## src/design/brb_pkg.sv

```systemverilog
`timescale 1ns / 1ps
package brb_pkg;

  // Field widths of the stream words
  localparam int CAP_W     = 13;
  localparam int BYTE_W    = 8;
  localparam int RLEN_W    = 7;
  localparam int IN_DATA_W = 32;
  localparam int OUT_DATA_W = 40;

  // Input word layout (tdata), lowest bit first
  localparam int IN_FIRST_LSB = 0;
  localparam int IN_BLEN_LSB  = 1;
  localparam int IN_DIN_LSB   = IN_BLEN_LSB + CAP_W;
  localparam int IN_RLEN_LSB  = IN_DIN_LSB + BYTE_W;

  // Defaults
  localparam int DEPTH_DEFAULT    = 4096;
  localparam int READ_MAX_DEFAULT = 64;
  localparam int CAP_DEFAULT      = 4096;

  // Item kinds on tuser
  localparam logic FUNC_WRITE = 1'b0;
  localparam logic FUNC_READ  = 1'b1;

  // Result status codes
  localparam logic ST_OK     = 1'b0;
  localparam logic ST_REJECT = 1'b1;

  // Controller to datapath commands
  typedef struct packed {
    logic cfg_load;   // take a capacity write, empty the FIFO
    logic item_load;  // take one input word
    logic rd_fetch;   // issue the first storage read of a request
    logic rd_send;    // emit one read byte, prefetch the next
  } brb_cmd_t;

  // Datapath to controller status
  typedef struct packed {
    logic slot_free;  // output register can take a word this cycle
    logic rd_none;    // incoming read request delivers no byte
    logic rd_final;   // byte in flight is the last of its request
  } brb_sts_t;

endpackage

```

## src/design/brb_ctrl.sv

```systemverilog
`timescale 1ns / 1ps
module brb_ctrl
  import brb_pkg::*;
(
  input  logic     clk,
  input  logic     rst,
  input  logic     s_tvalid,
  input  logic     s_tuser,
  input  logic     cfg_valid,
  input  brb_sts_t sts,
  output logic     s_tready,
  output brb_cmd_t cmd
);

  typedef enum logic [2:0] {
    S_IDLE  = 3'b001,
    S_FETCH = 3'b010,
    S_SEND  = 3'b100
  } state_t;

  state_t state, state_next;

  // Accept a word only when idle and the result has a place to go
  assign s_tready = (state == S_IDLE) && sts.slot_free;

  always_comb begin
    state_next    = state;
    cmd.cfg_load  = cfg_valid;
    cmd.item_load = 1'b0;
    cmd.rd_fetch  = 1'b0;
    cmd.rd_send   = 1'b0;
    unique case (state)
      S_IDLE: begin
        if (s_tvalid && sts.slot_free) begin
          cmd.item_load = 1'b1;
          if (s_tuser == FUNC_READ && !sts.rd_none) begin
            state_next = S_FETCH;
          end
        end
      end
      S_FETCH: begin
        cmd.rd_fetch = 1'b1;
        state_next   = S_SEND;
      end
      S_SEND: begin
        if (sts.slot_free) begin
          cmd.rd_send = 1'b1;
          if (sts.rd_final) begin
            state_next = S_IDLE;
          end
        end
      end
      default: state_next = S_IDLE;
    endcase
  end

  // Advance state, drop back to idle on a capacity write
  always_ff @(posedge clk) begin
    if (rst) begin
      state <= S_IDLE;
    end else if (cfg_valid) begin
      state <= S_IDLE;
    end else begin
      state <= state_next;
    end
  end

endmodule

```

## config.mk

```make
export PLATFORM = sky130hd
export DESIGN_NAME = brb_ctrl
export DESIGN_NICKNAME = d
export VERILOG_FILES = /design/src/design/brb_pkg.sv /design/src/design/brb_ctrl.sv
export SDC_FILE = /design/constraint.sdc
export NUM_CORES = 1
export LEC_CHECK = 0
export BUFFER_PORTS_ARGS = -buffer_cell sky130_fd_sc_hd__buf_2
export CAP_MARGIN = 20
export CORE_AREA = 2 2 39 41
export DETAILED_ROUTE_END_ITERATION = 10
export DIE_AREA = 0 0 41 43
export PLACE_DENSITY_LB_ADDON = 0.25
export REMOVE_ABC_BUFFERS = 1
export SLEW_MARGIN = 10
export SYNTH_ARGS = -nofsm -noshare
export SYNTH_HDL_FRONTEND = slang
export SYNTH_SLANG_ARGS = --single-unit
```

## constraint.sdc

```tcl
create_clock -name clk -period 0.8 [get_ports clk]
set_input_delay 0 -clock clk [delete_from_list [all_inputs] [get_ports clk]]
set_output_delay 0 -clock clk [all_outputs]
set_load 0.05 [all_outputs]
```

# --- Yosys cells after proc, flatten, opt, wreduce, memory -nomap -nowiden ---
# Cells that the tools add are included.
totals:
  inputBits: 8
  ff_bits: 3
  out_inout_bits: 5
op_classes:
  n_reduce_logical: 6
  eq_ne: 7
  muxes: 10
ops:
  columns: ["operator", "n"]
  rows:
  - ["$mux 3", 4]
  - ["$pmux 3 s3", 1]
  - ["$mux 1", 5]
  - ["$ne 2x1->1 const B", 2]
  - ["$ne 2x2->1 const B", 2]
  - ["$reduce_and 4->1", 1]
  - ["$eq 3x1->1 const B", 1]
  - ["$eq 3x2->1 const B", 1]
  - ["$eq 3x3->1 const B", 1]
  - ["$logic_and 1x1->1", 3]
  - ["$reduce_or 2->1", 1]
  - ["$logic_not 1->1", 1]

# --- Logic depth before layout (Yosys ltp) ---
logic_depth:
  ltp_word: 5
  mapped_depth: 3
  depth_no_buf: 3

# --- Least setup slack after synthesis ---
# OpenSTA, ideal clock, no wires.
synth_timing:
  kind: "reg-to-output"
  start: "register state[2]"
  end: "output cmd[0] in the netlist's numbering"
  slack_ns: -1.078
  t_arrival_ns: 1.878
  stages_incl_launch_ff: 2
  required_time_ns: 0.800
  n_path_buf: 0
  cell_sequence: "dfxtp_1 -> nor4bb_1"
synth_lines:
  columns: ["item", "line", "source"]
  rows:
  - ["from (decl)", "brb_ctrl.sv:21", "state_t state, state_next;"]
  - ["from (signal assigned)", "brb_ctrl.sv:64", "state <= state_next;"]
  - ["to (decl)", "brb_ctrl.sv:12", "output brb_cmd_t cmd"]

==> run metrics <==
status=complete, but fails checks; failing checks=negative hold slack, negative setup slack; Reg-to-Reg Start=state[1]$_SDFFE_PP0P_; power share of the sequential group=29.4%; # port buffers=12; initial antenna violation count=0; Area Overhead vs Synth=94.4%; placed cell count=45; post-synthesis cell count=17; Placer Congestion=0.582; core area=1380 µm²; Synth Area in Compound Gates=13.2%; DR WL/cell=10.9 µm; max cap viols=0; vias in the first global route=183; register bit total from synthesis=3; Hold Path Sink=state[1]$_SDFFE_PP0P_; dominant synthesized flop cell=dfxtp_1; detailed placement HPWL=385 µm; Longest Clk Path Bufs=2; crit start category=flip-flop; f_max=867 MHz; Tcrit/Tclk final=144%; Max Fanout on Critical Path=3; Crit-path slowest cell=dfxtp_2; I/O pin total=13; worst setup margin=-0.353 ns; Rows=14; Worst Hold Depth=2; crit end category=output pin; number of H-tree levels=1; clk sinks=3; first-pass GRT wire length=655 µm; CP delay by family, top=simple AND/OR/NAND/NOR gates; share of cells above drive strength 1=81.8%; RSZ-0062 raised after global routing=true; r2r setup slk=-0.23 ns; Clock Latency Late Sink=0.23 ns; final net count=42; Worst-Margin Slew=0.299 ns; register area share after synthesis=33.3%; width of the die=41 µm; delay of the slowest cell on the worst path=0.31 ns; top cells by area, synth=dfxtp_1 33%, nor4b_4 13%, buf_4 8.3%, and2_1 6.9%, and4bb_1 6.9%; Place WS=-0.235 ns; gr ovfl total=0; cell with the most instances after synthesis=dfxtp_1; switch share=26.7%; # DRC=0; max reg flops=3; Commonest cells post-synth=3 x dfxtp_1, 2 x and2_1, 2 x buf_4; Final Skew=0.000518 ns; Vias=197; Int Power=0.000373 W; Mean Syn Cell Area=10.6 µm²; Yosys top cell area share=33.3%; Hold WC Path Type=input port to flip-flop; die area=1760 µm²; clock slew at reported path FFs=0.04 ns; Slew Viols, Final=0; WP data required=0.80 ns; leakage power=0.143 nW; Pre-antenna DRT Iters=1; slew margin rel.=79.9%; 1st-iter DRT viols=0; Die H=43 µm; Final ANT Viol Nets=0; Hold Startpoint=rst; Worst Reg2Reg Path Length in Cells=3; combinational share of power=17.8%; CP Class=flip-flop to output pin; Ys Warns=0; post-synthesis mux area share=0%; total CTS buffers=3; simple-gate share of the synthesized area=45.1%; worst hold slack=-0.0285 ns; CP bufs+invs=1; Total Wirelength=534 µm; VDD IR max=0.292 mV; Post-Syn Area=180 µm²; Post-synth ARST share=0%; Post-Synth XOR/XNOR Area=0%; Regs by FF count=state: 3 flops; Critical Path AT=1.15 ns; Final Critical Period=1.15 ns; Clk pwr share=52.8%; R2R Path End=state[0]$_SDFFE_PP1P_; endpoints failing setup=7; Reg with most FFs=state; largest net degree at the start of global routing=5; CP Cell Sequence=and4bb_1 -> and2_4 -> buf_8; Overall Global Routing Usage=6.42%; Post-CTS Setup Inserts=0; initial core utilization=13.0%; area share of fa/ha/maj cells after synthesis=0%; CTS tree=yes; switching pwr=0.000136 W; Synth area leader=dfxtp_1; root buffer cell=clkbuf_4; main combinational cell family by area after synthesis=simple AND/OR/NAND/NOR gates; ANT cells=0; Final Hold Vio Count=1; number of synthesized flops with an enable pin=0; non-filler cells in the finished layout=49; Via-to-Cell Ratio=4.02; Pwr Density=1450 nW/µm²; synth unique cells=13
==> cells by family after synthesis <==
logic type / after synthesis
compound gates: 3
flops: 3
simple gates: 9
buf+inv: 2
==> cell usage in the layout (no fill, tap or decap), drive strengths merged <==
master	n
clkbuf	4
and4bb	1
nor3	1
nand3b	1
nor2	1
buf	14
dfxtp	3
and2	2
nand2b	1
a21oi	1
a21bo	1
nor4b	1
nor4bb	1
o21ai	1
==> worst max path at each step <==
stage                     startpoint               endpoint  slack, ns  cells past startpoint
6_report       state[1]$_SDFFE_PP0P_                 cmd[2]      -0.35                      3
5_1_grt        state[1]$_SDFFE_PP0P_                 cmd[2]      -0.41                      3
3_3_place_gp   state[0]$_SDFFE_PP1P_  state[0]$_SDFFE_PP1P_      -0.20                      3
2_1_floorplan  state[2]$_SDFFE_PP0P_                 cmd[0]      -1.08                      1
4_1_cts        state[2]$_SDFFE_PP0P_                 cmd[2]      -0.37                      3
3_5_place_dp   state[0]$_SDFFE_PP1P_  state[0]$_SDFFE_PP1P_      -0.24                      3
==> routing by layer <==
metal | part of all wire [%] | vias to the layer above | track usage (%)
li1 | - | 91 | -
met3 | 12 | 4 | 4.71
met5 | 0 | - | 0
met4 | 4.3 | 0 | 8.00
met2 | 54 | 15 | 9.69
met1 | 30 | 87 | 3.85
==> power by group through the flow <==
stage	Clock [W]	Sequential, W	Combinational (W)
floorplan	0	0.000154	0.0000348
global placement	0	0.000154	0.0000773
detailed placement	0	0.000154	0.0000778
CTS	0.000283	0.000152	0.0000883
global route	0.000313	0.000149	0.0000962
finish	0.000268	0.000150	0.0000906
==> stage by stage <==
stage	instance area (µm²)	setup TNS, ns	power [W]	util (%)
after global routing	350	-2.15	0.000559	25.3
after global placement	260	-0.963	0.000232	18.8
after floorplan	165	-3.19	0.000189	-
after CTS	325	-1.89	0.000524	23.5
final	350	-1.78	0.000509	25.3
after detailed placement	260	-1.14	0.000232	18.8
==> cell type report <==
type / instances / area, µm²
clock buffers: 4 / 26.3
fillers: 155 / 1030
repair buffers: 14 / 101
multi-input cells: 12 / 136
flip-flops and latches: 3 / 66.3
well taps: 16 / 20.0
==> timing repair <==
item	4_1_cts	5_1_grt
gates resized for setup	13	5
endpoints found under the setup margin	7	7
hold endpoints to repair	1	1
pin swaps	3	3
Note: power is estimated with default switching activity, not from simulation.
